**src/hw/rtl/cfcd_pkg.sv**
```systemverilog
// Package: shared constants and types of the CAN frame class dispatcher.
package cfcd_pkg;

	localparam int QUEUE_DEPTH    = 32;
	localparam int REQUEST_BUDGET = 2;
	localparam int COMMAND_BUDGET = 6;
	localparam int PTR_W = $clog2(QUEUE_DEPTH);
	localparam int CNT_W = $clog2(QUEUE_DEPTH + 1);
	localparam int RBUD_W = $clog2(REQUEST_BUDGET + 1);
	localparam int CBUD_W = $clog2(COMMAND_BUDGET + 1);
	localparam int META_W = 28;
	localparam int ENTRY_W = 64 + META_W;

	localparam logic [7:0] ACK_BYTE = 8'h43;

	// register indexes
	localparam logic [1:0] REG_DEVICE_ID  = 2'd0;
	localparam logic [1:0] REG_CLASS_REG  = 2'd1;
	localparam logic [1:0] REG_CLASS_REQ  = 2'd2;

	// result kinds
	localparam logic [2:0] KIND_REQUEST = 3'd0;
	localparam logic [2:0] KIND_COMMAND = 3'd1;
	localparam logic [2:0] KIND_ACK     = 3'd2;
	localparam logic [2:0] KIND_TAKEN   = 3'd3;
	localparam logic [2:0] KIND_REFUSED = 3'd4;

	// queue selectors (one memory, three regions)
	localparam logic [1:0] Q_INGRESS = 2'd0;
	localparam logic [1:0] Q_REQUEST = 2'd1;
	localparam logic [1:0] Q_COMMAND = 2'd2;

	typedef struct packed {
		logic [2:0]  kind;
		logic [3:0]  class_id;
		logic [19:0] reply_id;
		logic [3:0]  out_length;
		logic [63:0] out_data;
		logic        last;
	} result_t;

	typedef struct packed {
		logic               we;
		logic [1:0]         wq;
		logic [PTR_W-1:0]   waddr;
		logic [ENTRY_W-1:0] wdata;
		logic               re;
		logic [1:0]         rq;
		logic [PTR_W-1:0]   raddr;
	} mem_req_t;

endpackage

```
**src/hw/rtl/cfcd_if.sv**
```systemverilog
// Interfaces: valid/ready stream channels and the configuration write channel.
interface cfcd_in_if;
	logic        valid;
	logic        ready;
	logic        command;
	logic [28:0] frame_id;
	logic [3:0]  data_length;
	logic [63:0] frame_data;
	modport source (output valid, command, frame_id, data_length, frame_data, input ready);
	modport sink (input valid, command, frame_id, data_length, frame_data, output ready);
endinterface


```
**src/hw/rtl/cfcd_ctrl.sv**
```systemverilog
// Sequencer: frame intake, tick sorting and dispatch over the queue memory.
module cfcd_ctrl (
	input  logic                          clk,
	input  logic                          arst_n,
	cfcd_in_if.sink                       in_ch,
	input  logic                          out_busy,
	output logic                          res_valid,
	output cfcd_pkg::result_t             res,
	input  logic [4:0]                    device_id,
	input  logic [15:0]                   class_registered,
	input  logic [15:0]                   class_is_request,
	output cfcd_pkg::mem_req_t            mreq,
	input  logic [cfcd_pkg::ENTRY_W-1:0]  rdata
);
	import cfcd_pkg::*;

	typedef enum logic [3:0] {
		ST_IDLE, ST_SORT_RD, ST_SORT_WT, ST_REQ_RD, ST_REQ_WT, ST_CMD_RD, ST_CMD_WT, ST_ACK,
		ST_FLUSH
	} state_t;

	state_t state_q;
	logic [PTR_W-1:0] ihead_q, rhead_q, chead_q;
	logic [CNT_W-1:0] icnt_q, rcnt_q, ccnt_q;
	logic [RBUD_W-1:0] rbud_q;
	logic [CBUD_W-1:0] cbud_q;
	result_t hold_q;
	logic hold_v_q;
	logic [19:0] ack_id_q;
	logic [3:0]  cls;
	logic [META_W-1:0] meta;
	logic [63:0] masked;
	logic [3:0]  len;
	logic [63:0] pl;
	logic        reg_ok, to_req, dst_full, rd_more, cd_more, cd_left, cmd_ack;

	// frame intake: saturate length, clear slack bytes
	always_comb begin
		len = (in_ch.data_length > 4'd8) ? 4'd8 : in_ch.data_length;
		masked = in_ch.frame_data;
		for (int b = 0; b < 8; b++) begin
			if (4'(b) >= len) masked[b*8 +: 8] = 8'h00;
		end
	end

	assign meta   = rdata[ENTRY_W-1 -: META_W];
	assign pl     = rdata[63:0];
	assign cls    = meta[23:20];
	assign reg_ok = class_registered[cls];
	assign to_req = class_is_request[cls];
	assign dst_full = to_req ? (rcnt_q == CNT_W'(QUEUE_DEPTH))
		: (ccnt_q == CNT_W'(QUEUE_DEPTH));
	assign cmd_ack = reg_ok && (meta[19:0] != 20'd0);

	assign in_ch.ready = (state_q == ST_IDLE) && !res_valid;

	// next-read conditions after popping the current entry
	assign rd_more = (rbud_q > RBUD_W'(1)) && (rcnt_q > CNT_W'(1));
	assign cd_more = (cbud_q > CBUD_W'(1)) && (ccnt_q > CNT_W'(1));
	// in the ack slot the command is already popped
	assign cd_left = (cbud_q != '0) && (ccnt_q != '0);

	// memory requests
	always_comb begin
		mreq = '0;
		unique case (state_q)
			ST_IDLE: begin
				mreq.we = in_ch.valid && in_ch.ready && !in_ch.command
					&& (in_ch.frame_id[28:24] == device_id) && (icnt_q != CNT_W'(QUEUE_DEPTH));
				mreq.wq = Q_INGRESS;
				mreq.waddr = ihead_q + icnt_q[PTR_W-1:0];
				mreq.wdata = {len, in_ch.frame_id[23:0], masked};
			end
			ST_SORT_RD: begin
				mreq.re = 1'b1;
				mreq.rq = Q_INGRESS;
				mreq.raddr = ihead_q;
			end
			ST_SORT_WT: begin
				mreq.we = reg_ok && !dst_full;
				mreq.wq = to_req ? Q_REQUEST : Q_COMMAND;
				mreq.waddr = to_req ? rhead_q + rcnt_q[PTR_W-1:0] : chead_q + ccnt_q[PTR_W-1:0];
				mreq.wdata = rdata;
			end
			ST_REQ_RD: begin
				mreq.re = 1'b1;
				mreq.rq = Q_REQUEST;
				mreq.raddr = rhead_q;
			end
			ST_CMD_RD: begin
				mreq.re = 1'b1;
				mreq.rq = Q_COMMAND;
				mreq.raddr = chead_q;
			end
			default: ;
		endcase
	end

	// sequencer with registered result; one dispatch result is held back until
	// the next one (or the end of the tick) decides its last flag
	always_ff @(posedge clk or negedge arst_n) begin
		if (!arst_n) begin
			state_q <= ST_IDLE;
			ihead_q <= '0; rhead_q <= '0; chead_q <= '0;
			icnt_q <= '0; rcnt_q <= '0; ccnt_q <= '0;
			rbud_q <= '0; cbud_q <= '0;
			hold_q <= '0;
			hold_v_q <= 1'b0;
			res_valid <= 1'b0;
			ack_id_q <= '0;
		end else begin
			if (res_valid && !out_busy && state_q != ST_ACK && state_q != ST_FLUSH)
				res_valid <= 1'b0;
			unique case (state_q)
				ST_IDLE: begin
					if (in_ch.valid && in_ch.ready) begin
						if (in_ch.command) begin
							rbud_q <= RBUD_W'(REQUEST_BUDGET);
							cbud_q <= CBUD_W'(COMMAND_BUDGET);
							state_q <= ST_SORT_RD;
							if (icnt_q == '0) state_q <= ST_REQ_RD;
							if (icnt_q == '0 && rcnt_q == '0) state_q <= ST_CMD_RD;
							if (icnt_q == '0 && rcnt_q == '0 && ccnt_q == '0) state_q <= ST_IDLE;
						end else if (in_ch.frame_id[28:24] == device_id) begin
							res_valid <= 1'b1;
							res.kind <= (icnt_q == CNT_W'(QUEUE_DEPTH)) ? KIND_REFUSED : KIND_TAKEN;
							res.class_id <= in_ch.frame_id[23:20];
							res.reply_id <= in_ch.frame_id[19:0];
							res.out_length <= len;
							res.out_data <= masked;
							res.last <= 1'b1;
							if (icnt_q != CNT_W'(QUEUE_DEPTH)) icnt_q <= icnt_q + 1'b1;
						end
					end
				end
				ST_SORT_RD: state_q <= ST_SORT_WT;
				ST_SORT_WT: begin
					if (reg_ok && dst_full) begin
						state_q <= (rcnt_q != '0) ? ST_REQ_RD : (ccnt_q != '0) ? ST_CMD_RD : ST_IDLE;
					end else begin
						ihead_q <= ihead_q + 1'b1;
						icnt_q <= icnt_q - 1'b1;
						if (reg_ok && to_req) rcnt_q <= rcnt_q + 1'b1;
						if (reg_ok && !to_req) ccnt_q <= ccnt_q + 1'b1;
						if (icnt_q != CNT_W'(1)) state_q <= ST_SORT_RD;
						else if (rcnt_q != '0 || (reg_ok && to_req)) state_q <= ST_REQ_RD;
						else if (ccnt_q != '0 || reg_ok) state_q <= ST_CMD_RD;
						else state_q <= ST_IDLE;
					end
				end
				ST_REQ_RD: if (!res_valid || !out_busy) state_q <= ST_REQ_WT;
				ST_REQ_WT: begin
					rhead_q <= rhead_q + 1'b1;
					rcnt_q <= rcnt_q - 1'b1;
					rbud_q <= rbud_q - 1'b1;
					if (reg_ok) begin
						if (hold_v_q) begin
							res_valid <= 1'b1;
							res <= hold_q;
						end
						hold_v_q <= 1'b1;
						hold_q.kind <= KIND_REQUEST;
						hold_q.class_id <= cls;
						hold_q.reply_id <= meta[19:0];
						hold_q.out_length <= meta[27:24];
						hold_q.out_data <= pl;
						hold_q.last <= 1'b0;
					end
					if (rd_more) state_q <= ST_REQ_RD;
					else if (ccnt_q != '0) state_q <= ST_CMD_RD;
					else state_q <= (reg_ok || hold_v_q) ? ST_FLUSH : ST_IDLE;
				end
				ST_CMD_RD: if (!res_valid || !out_busy) state_q <= ST_CMD_WT;
				ST_CMD_WT: begin
					chead_q <= chead_q + 1'b1;
					ccnt_q <= ccnt_q - 1'b1;
					cbud_q <= cbud_q - 1'b1;
					ack_id_q <= meta[19:0];
					if (reg_ok) begin
						if (hold_v_q) begin
							res_valid <= 1'b1;
							res <= hold_q;
						end
						hold_v_q <= 1'b1;
						hold_q.kind <= KIND_COMMAND;
						hold_q.class_id <= cls;
						hold_q.reply_id <= meta[19:0];
						hold_q.out_length <= meta[27:24];
						hold_q.out_data <= pl;
						hold_q.last <= 1'b0;
					end
					if (cmd_ack) state_q <= ST_ACK;
					else if (cd_more) state_q <= ST_CMD_RD;
					else state_q <= (reg_ok || hold_v_q) ? ST_FLUSH : ST_IDLE;
				end
				ST_ACK: begin
					// the command before the ack is always held here
					if (!res_valid || !out_busy) begin
						res_valid <= 1'b1;
						res <= hold_q;
						hold_q.kind <= KIND_ACK;
						hold_q.class_id <= 4'd0;
						hold_q.reply_id <= ack_id_q;
						hold_q.out_length <= 4'd1;
						hold_q.out_data <= {56'd0, ACK_BYTE};
						hold_q.last <= 1'b0;
						state_q <= cd_left ? ST_CMD_RD : ST_FLUSH;
					end
				end
				ST_FLUSH: begin
					// final result of the tick
					if (!res_valid || !out_busy) begin
						res_valid <= 1'b1;
						res <= {hold_q[$bits(result_t)-1:1], 1'b1};
						hold_v_q <= 1'b0;
						state_q <= ST_IDLE;
					end
				end
				default: state_q <= ST_IDLE;
			endcase
		end
	end

`ifndef NO_ASSERTIONS
	a_icnt: assert property (@(posedge clk) disable iff (!arst_n) icnt_q <= CNT_W'(QUEUE_DEPTH))
		else $error("ingress count overflow");
	a_rcnt: assert property (@(posedge clk) disable iff (!arst_n) rcnt_q <= CNT_W'(QUEUE_DEPTH))
		else $error("request count overflow");
	a_ccnt: assert property (@(posedge clk) disable iff (!arst_n) ccnt_q <= CNT_W'(QUEUE_DEPTH))
		else $error("command count overflow");
	a_ack: assert property (@(posedge clk) disable iff (!arst_n)
		(state_q == ST_ACK) |-> (ack_id_q != 20'd0)) else $error("ack with zero reply id");
	a_hold: assert property (@(posedge clk) disable iff (!arst_n)
		(state_q == ST_IDLE) |-> !hold_v_q) else $error("held result left at idle");
`endif
endmodule
```
**src/flat_wrapper.sv**
```systemverilog
// flat-port wrapper written by rule: the top's interface ports become plain ports
module cfcd_ctrl_flat import cfcd_pkg::*;
  (clk, arst_n, out_busy, res_valid, res, device_id, class_registered, class_is_request, mreq, rdata, in_ch_valid, in_ch_command, in_ch_frame_id, in_ch_data_length, in_ch_frame_data, in_ch_ready);
  cfcd_in_if in_ch_i ();
  input  logic clk;
  input  logic arst_n;
  input  logic out_busy;
  output logic res_valid;
  output cfcd_pkg::result_t res;
  input  logic [4:0] device_id;
  input  logic [15:0] class_registered;
  input  logic [15:0] class_is_request;
  output cfcd_pkg::mem_req_t mreq;
  input  logic [cfcd_pkg::ENTRY_W-1:0] rdata;
  input wire logic [$bits(in_ch_i.valid)-1:0] in_ch_valid;
  input wire logic [$bits(in_ch_i.command)-1:0] in_ch_command;
  input wire logic [$bits(in_ch_i.frame_id)-1:0] in_ch_frame_id;
  input wire logic [$bits(in_ch_i.data_length)-1:0] in_ch_data_length;
  input wire logic [$bits(in_ch_i.frame_data)-1:0] in_ch_frame_data;
  output wire logic [$bits(in_ch_i.ready)-1:0] in_ch_ready;
  assign in_ch_i.valid = in_ch_valid;
  assign in_ch_i.command = in_ch_command;
  assign in_ch_i.frame_id = in_ch_frame_id;
  assign in_ch_i.data_length = in_ch_data_length;
  assign in_ch_i.frame_data = in_ch_frame_data;
  assign in_ch_ready = in_ch_i.ready;
  cfcd_ctrl u_core (.clk(clk), .arst_n(arst_n), .in_ch(in_ch_i), .out_busy(out_busy), .res_valid(res_valid), .res(res), .device_id(device_id), .class_registered(class_registered), .class_is_request(class_is_request), .mreq(mreq), .rdata(rdata));
endmodule
```
**config.mk**
```make
export PLATFORM = sky130hd
export DESIGN_NAME = cfcd_ctrl_flat
export DESIGN_NICKNAME = d
export VERILOG_FILES = /design/src/hw/rtl/cfcd_pkg.sv /design/src/hw/rtl/cfcd_if.sv /design/src/hw/rtl/cfcd_ctrl.sv /design/src/flat_wrapper.sv
export SDC_FILE = /design/constraint.sdc
export NUM_CORES = 1
export LEC_CHECK = 0
export ABC_AREA = 1
export BUFFER_PORTS_ARGS = -buffer_cell sky130_fd_sc_hd__clkbuf_2
export CORE_ASPECT_RATIO = 1.1
export CORE_MARGIN = 1
export CORE_UTILIZATION = 45
export CTS_BUF_LIST = sky130_fd_sc_hd__clkbuf_8
export DETAILED_ROUTE_END_ITERATION = 7
export PLACE_DENSITY = 0.81
export SETUP_SLACK_MARGIN = 0.02
export SLEW_MARGIN = 40
export SYNTH_ARGS = -nofsm -noshare
export SYNTH_HDL_FRONTEND = slang
export SYNTH_SLANG_ARGS = --single-unit
```
**constraint.sdc**
```tcl
create_clock -name clk -period 9.6 [get_ports clk]
set_input_delay 1.92 -clock clk [delete_from_list [all_inputs] [get_ports clk]]
set_output_delay 1.92 -clock clk [all_outputs]
set_load 0.02 [all_outputs]
```
# --- Word level (Yosys, flattened, before mapping) ---
# Cells that the tools add are included.
totals:
  ff_bits: 256
  latchBits: 0
  ram_bits: 0
  mem_bits_ro: 0
  in_bits: 231
  word_cells: 222
  memories: 0
classes:
  addsub: 14
  n_mul: 0
  div_mod_pow: 0
  magnitude_cmp: 14
  eq_ne: 32
  n_shift: 0
  mux: 82
  bitwise: 1
  reduce_logical: 55
op_table:
  columns: ["op", "count"]
  rows:
  - ["$mux 96", 10]
  - ["$pmux 96 s4", 1]
  - ["$pmux 96 s3", 1]
  - ["$pmux 100 s2", 1]
  - ["$mux 4", 17]
  - ["$mux 8", 8]
  - ["$mux 6", 9]
  - ["$pmux 4 s9", 1]
  - ["$pmux 6 s2", 3]
  - ["$pmux 8 s3", 1]
  - ["$mux 3", 7]
  - ["$ne 2x1->1 const B", 10]
  - ["$reduce_bool 20->1", 1]
  - ["$add 6x1->6 const B", 3]
  - ["$eq 6x6->1 const B", 3]
  - ["$logic_and 1x1->1", 18]
  - ["$logic_not 6->1", 3]
  - ["$sub 6x1->6 const B", 3]
  - ["$eq 4x3->1 const B", 4]
  - ["$ge 3x4->1 const A", 4]
  - ["$add 5x1->5 const B", 3]
  - ["$add 5x5->5", 3]
  - ["$reduce_and 3->1", 5]
  - ["$gt 6x1->1 const B", 2]
  - ["38 further kinds", 77]

# --- Longest topological paths before layout ---
# Gate-level depths: netlist of the first run.
depth:
  ltp_word: 9
  ltp_mapped: 17

# --- Worst setup path after synthesis of the first run ---
# No wires, ideal clock.
synth_path:
  path_type: "in2out"
  from: "input rdata[84] (netlist name)"
  to: "output mreq[102] (netlist name)"
  arrival_ns: 3.395
  required_time_ns: 7.680
  slack_ns: 4.285
  path_stages: 11
  n_path_buf: 2
  cell_sequence: "buf_6 > inv_4 > buf_6 > nand2_1 > nand3_1 > nand3_1 > nand3_1 > nand2_2 > nor2_2 > inv_1 > o221ai_1"
synth_rtl:
  columns: ["item", "line", "text"]
  rows:
  - ["start: declaration", "flat_wrapper.sv:14", "input logic [cfcd_pkg::ENTRY_W-1:0] rdata;"]
  - ["end: declaration", "flat_wrapper.sv:13", "output cfcd_pkg::mem_req_t mreq;"]

==> reports/qor.yml, run 1 <==
run_status:
  outcome: "finished clean"
synth:
  syn-mean-instance-area_sq_um: 8.44
  synth-edff-count: 96
  synth_area_leader_cell: "dfrtp_1"
  synth-main-ff-cell: "dfrtp_1"
  synth_area_sq_mm: 0.0138
  ys_seq_area_share_pct: 49.5
  yosysTopAreaCellShare_pct: 28.6
  ys_types: 52
  synthArstFlopShare_pct: 62.2
  synth_fp_nets: 1900
  syn-instance-count: 1636
  ys_ff_latch: 254
  synth_area_leaders: "dfrtp_1 29%, edfxtp_1 21%, nand2_1 11%"
  ys_warn_count: 0
clocking:
  cts_root_buffer: "clkbuf_8"
  cts_buffers: 42
  cts_resized: 0
  clock_path_buffers: 3
  cts.sinks: 254
  path_clk_slew_ps: 60
  clkLatencyLatePin_ps: 540
  cts_tree: "yes"
  cts-htree-levels: 2
  post_cts_buffers: 0
  cts_hold_buf: 0
min_path:
  hold_start: "u_core.hold_q[37]$_DFFE_PN0P_"
  hold_end: "u_core.hold_q[37]$_DFFE_PN0P_"
  hold_path.class: "flop to flop"
  hold_depth: 2
sta:
  fmax_mhz: 165
  tightest_slew_ps: 849
  drv_slew: 0
  finalSetupTns_ps: 0
  hold_viol_final: 0
  setup_ws_ps: 3560
  setup_violations: 0
  rsz0062_at_grt: "no"
  fin_skew_ps: 22.1
  min_period_ps: 6040
  relSlewSlack_pct: 43.4
  min_period_over_period_pct: 63.0
floorplan:
  start_util_pct: 46.2
  dieHeight_microns: 186
  die_w_microns: 169
  io_pins: 437
  core-area_sq_mm: 0.0299
  die_area_sq_mm: 0.0314
  num_rows: 66
critical_path:
  r2r_end: "u_core.res[75]$_DFFE_PP_"
  critical_path.startpoint: "in_ch_data_length[3]"
  required_ps: 7680
  criticalPathCategory: "input port to output pin"
  rr_startpoint: "u_core.state_q[3]$_DFFE_PN0P_"
  reg2reg_depth: 9
  worstSetupStartpointType: "input port"
  crit_fanout: 22
  worst-r2r-setup-slack_ps: 5790
  cp.arrival_ps: 4120
  worstSetupEndpointType: "output pin"
grt:
  antenna_found_initial: 4
  first_global_vias: 12800
  grt_max_degree: 126
  grt_pass1_wl_microns: 69600
  track_usage_pct: 28.7
  grt-ovfl-total: 0
place:
  portBuffers: 436
  gp_congestion: 0.944
  dp_hpwl_microns: 33100
  place_ws_ps: 3650
detailed_routing:
  wirelength_microns: 45500
  drc_errors: 0
  drtPass1Iterations: 6
  num_vias: 13500
  vias_per_cell: 5.44
  drt_iter0_drc: 1471
  wl_per_cell_microns: 18.3
  final_antenna_net_count: 0
finish:
  seqCellArea_sq_mm: 0.00684
  multi_input_area_sq_mm: 0.00571
  nFillCells: 2688
  final_nets: 2308
  drive_gt1_share_pct: 27.2
  fin_util_pct: 57.0
  syn2layout_area_growth_pct: 23.6
pwr:
  p_per_area_mw_per_mm2: 311
  p_leak_nw: 8.55
  ir_worst_vdd_uv: 177
run:
  drv_cap: 0
## through the flow
| stage | total power, mW | hold WS (ps) | std cells | area (sq um) |
|---|---|---|---|---|
| after floorplan | 3.56 | 453 | 1636 | 13800 |
| after global placement | 4.27 | 467 | 2407 | 16200 |
| after detailed placement | 4.36 | 473 | 2407 | 16200 |
| after CTS | 5.30 | 488 | 2485 | 17000 |
| after global routing | 5.65 | 505 | 2489 | 17100 |
| final | 5.30 | 485 | 2489 | 17100 |
## where the power goes
group          leakage, nW  switching (mW)  internal, mW
Combinational         5.19            1.72         0.777
Clock                0.508           0.429         0.496
Sequential            2.85           0.262          1.61
Total                 8.55            2.41          2.88
## final cells by class
| cell class | instances | share of cell area, % |
|---|---|---|
| clock buffers | 46 | 3.71 |
| well taps | 408 | 2.99 |
| multi-input cells | 1068 | 33.5 |
| repair buffers | 448 | 13.5 |
| flip-flops and latches | 254 | 40.1 |
| inverters | 230 | 5.12 |
| diodes | 3 | 0.0440 |
| clock inverters | 32 | 1.08 |
## critical path, cell delays in order
cell and delay [ps]:
clkbuf_2 390, nor2_1 220, a21oi_1 710, o21ai_0 190, inv_1 240, nand2_1 130, o22ai_1 120, clkbuf_2 190
## Yosys cell counts, drive strengths merged, types with 2 or more instances
library cell and number:
nand2 419, o21ai 232, inv 229, dfrtp 158, edfxtp 96, o22ai 95, nand3 78, nor2 70
clkbuf 52, buf 32, xor2 31, ha 30, a21oi 25, a31oi 21, xnor2 18, nand4 15
nor3 6, o221ai 5, a22oi 4, fa 3, nor4 3, o211ai 2, o32ai 2, or2 2
## registers in the layout, indices dropped and copies added (netlist names), 4 cells and up
register	count
u_core.ack_id_q	20
u_core.ccnt_q	6
u_core.chead_q	5
u_core.hold_q	94
u_core.icnt_q	6
u_core.ihead_q	5
u_core.rcnt_q	6
u_core.res	96
u_core.rhead_q	5
u_core.state_q	4
## layer usage
layer  global-route usage, %  up-vias  wire, microns
met4                    16.1        2           2720
met5                       0        -              9
met2                    47.1      739          21500
met1                    35.0     6386          17300
li1                        -     6260              -
met3                    6.46      148           3980
## kinds of logic (layout without fill, tap and decap cells)
logic type                 count (synthesis)  in the layout  share of synthesized area (%)
AOI/OAI and AO/OA                        391            391                           16.7
DFF                                      254            254                           49.5
xor gates and xnor gates                  49             49                           3.11
other                                      0              3                              0
adders and majority gates                 33             33                           3.16
buffers and inverters                    314            756                           9.36
and+or+nand+nor                          595            595                           18.2
## placed cells by master, fill, tap and decap left out, drive strengths merged, types with 6 or more instances in the layout
| master | count |
|---|---|
| o21ai | 232 |
| nand4 | 15 |
| dfrtp | 158 |
| o22ai | 95 |
| a31oi | 21 |
| nand2 | 419 |
| nor2 | 70 |
| buf | 13 |
| nand3 | 78 |
| inv | 256 |
| xnor2 | 18 |
| nor3 | 6 |
| xor2 | 31 |
| ha | 30 |
| a21oi | 25 |
| edfxtp | 96 |
| clkbuf | 481 |
## worst max path at each step
stage,to,slack [ps],cells past startpoint
6_report,mreq[58],3560,8
5_1_grt,mreq[61],3360,8
4_1_cts,mreq[63],3650,8
3_5_place_dp,mreq[63],3650,8
3_3_place_gp,mreq[60],3680,8
2_1_floorplan,mreq[102],4280,11
No activity file was read; power rests on OpenSTA's default activity.
==> inputs of run 2 (changes only) <==
==> constraint.sdc (replaced) <==
create_clock -name clk -period 5.6 [get_ports clk]
set_input_delay 1.12 -clock clk [delete_from_list [all_inputs] [get_ports clk]]
set_output_delay 1.12 -clock clk [all_outputs]
set_load 0.02 [all_outputs]
==> run 2 against run 1 <==
Wire length increased by 2.5%. Hold slack got worse by 2.7 ps. Clock power increased by 73%. Via count increased by 0.67%. Critical path type is now flop to output pin. Highest routed layer unchanged.
==> reports/qor.yml, run 2 (synthesis gave the netlist of run 1 again) <==
run_status:
  outcome: "finished clean"  # unchanged
floorplan:
  dieHeight_microns: 186  # unchanged
  core-area_sq_mm: 0.0299  # unchanged
  num_rows: 66  # unchanged
  die_w_microns: 169  # unchanged
  die_area_sq_mm: 0.0314  # unchanged
  io_pins: 437  # unchanged
  start_util_pct: 46.2  # unchanged
place:
  dp_hpwl_microns: 33900  # was 33,100 microns
  gp_congestion: 0.945  # was 0.944
  place_ws_ps: 1660  # was 3650 ps
  portBuffers: 436  # unchanged
pwr:
  p_sw_mw: 4.18  # was 2.41 mW
  p_leak_nw: 8.56  # was 8.55 nW
  total_power_mw: 9.13  # was 5.30 mW
  p_seq_share_pct: 35.2  # was 35.3%
  p_per_area_mw_per_mm2: 535  # was 311 mW/mm^2
  power_frac_comb_pct: 47.3  # was 47.2%
  clkPwrFrac_pct: 17.5  # about the same
  switching_share_pct: 45.8  # was 45.6%
  ir_worst_vdd_uv: 340  # was 177 uV
  p_int_mw: 4.95  # was 2.88 mW
grt:
  antenna_found_initial: 2  # was 4
  grt_max_degree: 81  # was 126
  grt_pass1_wl_microns: 70000  # was 69,600 microns
  first_global_vias: 13000  # was 12,800
  track_usage_pct: 29.0  # was 28.7%
  grt-ovfl-total: 0  # unchanged
detailed_routing:
  top_layer_used: "met5"  # unchanged
  num_vias: 13600  # was 13,500
  met2_wirelength_microns: 21900  # was 21,500 microns
  drc_errors: 0  # unchanged
  final_antenna_net_count: 0  # unchanged
  drtPass1Iterations: 6  # unchanged
  wl_met3_microns: 4080  # was 3980 microns
  wirelength_microns: 46600  # was 45,500 microns
  wl_per_cell_microns: 18.7  # was 18.3 microns
  drt_iter0_drc: 1296  # was 1,471
  drt-met1-wl_microns: 17300  # about the same
  vias_per_cell: 5.48  # was 5.44
sta:
  fin_skew_ps: 23.2  # was 22.1 ps
  fmax_mhz: 239
  rsz0062_at_grt: "no"  # unchanged
  hold_ws_ps: 483  # was 485 ps
  finalSetupTns_ps: 0  # unchanged
  min_period_over_period_pct: 74.7
  drv_slew: 0  # unchanged
  min_period_ps: 4180
  relSlewSlack_pct: 45.1  # was 43.4%
  setup_ws_ps: 1420  # was 3560 ps
  setup_violations: 0  # unchanged
  tightest_slew_ps: 823  # was 849 ps
  hold_viol_final: 0  # unchanged
critical_path:
  path_cells: "nor2_1 > inv_2 > nor2_4 > inv_2 > buf_6 > o22ai_1 > clkbuf_2"  # was clkbuf_2 > nor2_1 > a21oi_1 > o21ai_0 > inv_1 > nand2_1 > o22ai_1 > clkbuf_2
  cp.buffers_inverters: 4  # was 3
  crit_fanout: 80  # was 22
  crit_slowest_cell: "nor2_4"  # was a21oi_1
  worstSetupStartpointType: "flop"  # was input port
  worstSetupEndpointType: "output pin"  # unchanged
  crit_top_cell: "inv_2"  # was clkbuf_2
  cp.arrival_ps: 3060  # was 4120 ps
  criticalPathCategory: "flop to output pin"  # was input port to output pin
  required_ps: 4480  # was 7680 ps
  slowest_delay_ps: 490  # was 710 ps
  cp_top_family: "buffers and inverters"  # was compound AO/OA/AOI/OAI gates
clocking:
  cts.sinks: 254  # unchanged
  clkLatencyLatePin_ps: 540  # about the same
  clock_path_buffers: 3  # unchanged
  cts_root_buffer: "clkbuf_8"  # unchanged
  cts_resized: 0  # unchanged
  cts_hold_buf: 0  # unchanged
  path_clk_slew_ps: 60  # about the same
  post_cts_buffers: 0  # unchanged
  cts-htree-levels: 2  # unchanged
  cts_tree: "yes"  # unchanged
  cts_buffers: 42  # unchanged
finish:
  reg_top3: "u_core.res x96, u_core.hold_q x94, u_core.ack_id_q x20"  # unchanged
  seqCellArea_sq_mm: 0.00684  # unchanged
  layout_commonest_cell: "clkbuf_2"  # unchanged
  largest_reg_flops: 96  # unchanged
  multi_input_area_sq_mm: 0.00570  # was 0.00571 sq mm
  syn2layout_area_growth_pct: 23.6  # about the same
  final_nets: 2310  # was 2,308
  drive_gt1_share_pct: 27.4  # was 27.2%
  final_cell_mix: "435 x clkbuf_2, 405 x nand2_1, 238 x inv_1"  # was 435 x clkbuf_2, 405 x nand2_1, 242 x inv_1
  top_register: "u_core.res"  # unchanged
  fin_util_pct: 57.1  # was 57.0%
  nFillCells: 2688  # unchanged
run:
  drv_cap: 0  # unchanged
min_path:
  hold_path.class: "flop to flop"  # unchanged
## run 2: cell count changes in the layout (fill, tap and decap cells not counted), moves of 2 or more
cell / change
inv_1: -4
buf_4: +3
clkbuf_8: +3
clkinv_2: +3
clkinv_1: -2
diode_2: -2
## run 2: area by class of cell
type | instances | area share [%]
sequential | 254 | 40.1
inverter | 230 | 5.12
clock inverter | 28 | 0.858
tap | 408 | 2.99
clock buffer | 49 | 3.95
multi-input combinational | 1068 | 33.4
timing repair buffer | 450 | 13.6
antenna | 1 | 0.0147
## run 2: worst reg2reg max path: cells and delay by family (launching register included)
family | cells | cell delay, ps
AOI/OAI and AO/OA | 1 | 120
DFF | 1 | 440
buffers and inverters | 5 | 1360
and+or+nand+nor | 6 | 1330
## run 2: final timing paths
| kind | to | cells past startpoint | slack [ps] | start |
|---|---|---|---|---|
| min | u_core.ack_id_q[8]$_DFFE_PN0P_ | 2 | 480 | u_core.ack_id_q[8]$_DFFE_PN0P_ |
| max reg2reg | u_core.res[73]$_DFFE_PP_ | 12 | 2000 | u_core.state_q[3]$_DFFE_PN0P_ |
| max | mreq[81] | 7 | 1420 | u_core.state_q[3]$_DFFE_PN0P_ |
| max in group asynchronous | u_core.hold_q[66]$_DFFE_PN0P_ | 2 | 3960 | arst_n |
| min reg2reg | u_core.ack_id_q[8]$_DFFE_PN0P_ | 2 | 480 | u_core.ack_id_q[8]$_DFFE_PN0P_ |
| min in group asynchronous | u_core.chead_q[4]$_DFFE_PN0P_ | 1 | 520 | arst_n |
## run 2: routing by layer
metal  track usage, %  up-vias
met1             34.2     6445
met5                0        -
met4             18.5        2
li1                 -     6265
met3             7.02      174
met2             47.8      740
## run 2: stage by stage
| stage | cell area [sq um] | instances |
|---|---|---|
| 6_report | 17100 | 2488 |
| 5_1_grt | 17100 | 2488 |
| 4_1_cts | 17000 | 2487 |
| 3_5_place_dp | 16200 | 2410 |
| 3_3_place_gp | 16200 | 2410 |
| 2_1_floorplan | 13800 | 1636 |
## run 2: power groups by stage
stage | Sequential [mW] | Clock (mW) | Combinational, mW
floorplan | 3.33 | 0 | 2.77
global placement | 3.19 | 0 | 4.17
detailed placement | 3.23 | 0 | 4.28
CTS | 3.20 | 1.62 | 4.30
global route | 3.28 | 1.71 | 4.73
finish | 3.21 | 1.60 | 4.32
==> inputs of run 3 (changes only) <==
--- a/config.mk
+++ b/config.mk
@@ -12,7 +12,7 @@
 export CORE_UTILIZATION = 45
 export CTS_BUF_LIST = sky130_fd_sc_hd__clkbuf_8
 export DETAILED_ROUTE_END_ITERATION = 7
-export PLACE_DENSITY = 0.81
+export PLACE_DENSITY = 0.84
 export SETUP_SLACK_MARGIN = 0.02
 export SLEW_MARGIN = 40
 export SYNTH_ARGS = -nofsm -noshare
==> constraint.sdc (replaced) <==
create_clock -name clk -period 3.6 [get_ports clk]
set_input_delay 0.72 -clock clk [delete_from_list [all_inputs] [get_ports clk]]
set_output_delay 0.72 -clock clk [all_outputs]
set_load 0.02 [all_outputs]
==> run 3 against run 2 <==
Clock-buffer cell count is the same. Core utilization grew 0.62 points. Worst setup slack lost 1100 ps. Largest power group unchanged. Register-to-register slack lost 1200 ps. Critical path type unchanged. Hold slack lost 48 ps.
==> reports/qor.yml, run 3 (synthesis gave the netlist of run 1 again) <==
run_status:
  outcome: "finished clean"  # unchanged
floorplan:
  die_area_sq_mm: 0.0314  # unchanged
  io_pins: 437  # unchanged
  start_util_pct: 46.2  # unchanged
  core-area_sq_mm: 0.0299  # unchanged
  die_w_microns: 169  # unchanged
  num_rows: 66  # unchanged
  dieHeight_microns: 186  # unchanged
sta:
  fin_skew_ps: 23.0  # was 23.2 ps
  finalSetupTns_ps: 0  # unchanged
  setup_ws_ps: 330  # was 1420 ps
  drv_slew: 0  # unchanged
  min_period_ps: 3270
  fmax_mhz: 306
  tightest_slew_ps: 716  # was 823 ps
  hold_viol_final: 0  # unchanged
  rsz0062_at_grt: "no"  # unchanged
  relSlewSlack_pct: 52.3  # was 45.1%
  setup_violations: 0  # unchanged
  min_period_over_period_pct: 90.8
pwr:
  ir_worst_vdd_uv: 533  # was 340 uV
  total_power_mw: 14.4  # was 9.13 mW
  p_per_area_mw_per_mm2: 834  # was 535 mW/mm^2
  p_leak_nw: 8.62  # was 8.56 nW
clocking:
  post_cts_buffers: 0  # unchanged
  cts_resized: 0  # unchanged
  cts_buffers: 42  # unchanged
  clkLatencyLatePin_ps: 550  # was 540 ps
  path_clk_slew_ps: 60  # about the same
  cts_root_buffer: "clkbuf_8"  # unchanged
  cts.sinks: 254  # unchanged
  cts-htree-levels: 2  # unchanged
  cts_tree: "yes"  # unchanged
  cts_hold_buf: 1  # was 0
  clock_path_buffers: 3  # unchanged
critical_path:
  reg2reg_depth: 7  # was 12
  criticalPathCategory: "flop to output pin"  # unchanged
  worstSetupEndpointType: "output pin"  # unchanged
  required_ps: 2880  # was 4480 ps
  r2r_end: "u_core.res[19]$_DFFE_PP_"  # was u_core.res[73]$_DFFE_PP_
  cp.arrival_ps: 2550  # was 3060 ps
  crit_fanout: 54  # was 80
  worstSetupStartpointType: "flop"  # unchanged
  worst-r2r-setup-slack_ps: 790  # was 2000 ps
  rr_startpoint: "u_core.state_q[3]$_DFFE_PN0P_"  # unchanged
place:
  dp_hpwl_microns: 34800  # was 33,900 microns
  place_ws_ps: 522  # was 1660 ps
  gp_congestion: 0.946  # was 0.945
  dpl_cell_area_sq_mm: 0.0164  # was 0.0162 sq mm
  portBuffers: 436  # unchanged
grt:
  track_usage_pct: 28.9  # was 29.0%
  grt-ovfl-total: 0  # unchanged
  grt_max_degree: 80  # was 81
  first_global_vias: 12700  # was 13,000
  grt_use_met2_pct: 48.7  # was 47.8%
  grt_pass1_wl_microns: 69700  # was 70,000 microns
  antenna_found_initial: 2  # unchanged
  met1_usage_pct: 34.5  # was 34.2%
  busiest_layer: "met2"  # unchanged
  met3_usage_pct: 6.83  # was 7.02%
min_path:
  hold_depth: 3  # was 2
  hold_start: "rdata[6]"  # was u_core.ack_id_q[8]$_DFFE_PN0P_
  hold_path.class: "input port to flop"  # was flop to flop
  hold_end: "u_core.hold_q[7]$_DFFE_PN0P_"  # was u_core.ack_id_q[8]$_DFFE_PN0P_
detailed_routing:
  vias_per_cell: 5.42  # was 5.48
  wirelength_microns: 46700  # was 46,600 microns
  final_antenna_net_count: 0  # unchanged
  drt_iter0_drc: 1382  # was 1,296
  num_vias: 13600  # about the same
  drc_errors: 0  # unchanged
  wl_per_cell_microns: 18.6  # was 18.7 microns
  drtPass1Iterations: 6  # unchanged
finish:
  nFillCells: 2632  # was 2,688
  final_nets: 2327  # was 2,310
  reg_top3: "u_core.res x96, u_core.hold_q x94, u_core.ack_id_q x20"  # unchanged
  drive_gt1_share_pct: 27.8  # was 27.4%
  layout_commonest_cell: "clkbuf_2"  # unchanged
  largest_reg_flops: 96  # unchanged
  final_cell_mix: "435 x clkbuf_2, 408 x nand2_1, 234 x inv_1"  # was 435 x clkbuf_2, 405 x nand2_1, 238 x inv_1
  seqCellArea_sq_mm: 0.00684  # unchanged
  final_area_sq_mm: 0.0172  # was 0.0171 sq mm
  top_register: "u_core.res"  # unchanged
  multi_input_area_sq_mm: 0.00569  # was 0.00570 sq mm
  syn2layout_area_growth_pct: 24.9  # was 23.6%
run:
  drv_cap: 0  # unchanged
-- run 3: cell types whose count changed in the layout (fill, tap and decap cells not counted), sizes merged --
cell | previous run | this run
clkinv | 5 | 7
bufinv | 1 | 2
buf | 15 | 31
diode | 1 | 2
dlygate4sd3 | 0 | 1
clkinvlp | 0 | 1
inv | 252 | 246
-- run 3: worst max-delay path, stage by stage (launching register included) --
cell and delay [ps]:
dfrtp_1 440, nor2_1 270, nand2_4 430, nor2_2 390
inv_1 120, o221ai_1 160, clkbuf_2 200
-- run 3: through the flow --
step | hold slack, ps | std cells | util, %
2_1_floorplan | 424 | 1636 | -
3_3_place_gp | 467 | 2425 | 54.7
3_5_place_dp | 474 | 2425 | 54.7
4_1_cts | 408 | 2501 | 57.6
5_1_grt | 426 | 2504 | 57.7
6_report | 434 | 2504 | 57.7
-- run 3: power by group --
part / internal (mW) / switching, mW / total, mW
logic: 2.17 / 4.63 / 6.80
clock network: 1.38 / 1.18 / 2.56
registers: 4.29 / 0.724 / 5.01
total: 7.85 / 6.53 / 14.4
-- run 3: metal layers --
layer,routed length (microns),vias up,share of wire (%)
li1,-,6300,-
met1,17300,6420,37
met2,22500,722,48
met3,4270,133,9.1
met4,2630,0,5.6
met5,0,-,0
-- run 3: how the worst max path moves through the flow --
stage	to	depth (start not counted)	slack [ps]	start
global placement	mreq[103]	12	550	rdata[84]
CTS	mreq[104]	6	310	u_core.state_q[3]$_DFFE_PN0P_
global route	mreq[102]	6	150	u_core.state_q[3]$_DFFE_PN0P_
finish	mreq[104]	6	330	u_core.state_q[3]$_DFFE_PN0P_
floorplan	u_core.res[0]$_DFFE_PP_	10	170	rdata[85]
detailed placement	mreq[104]	11	520	rdata[84]
-- run 3: final cells by class --
class,instances,area share (%)
flip-flops and latches,254,39.7
multi-input cells,1068,33.0
repair buffers,467,14.4
inverters,230,5.08
clock buffers,49,3.91
well taps,408,2.96
clock inverters,26,0.944
diodes,2,0.0290
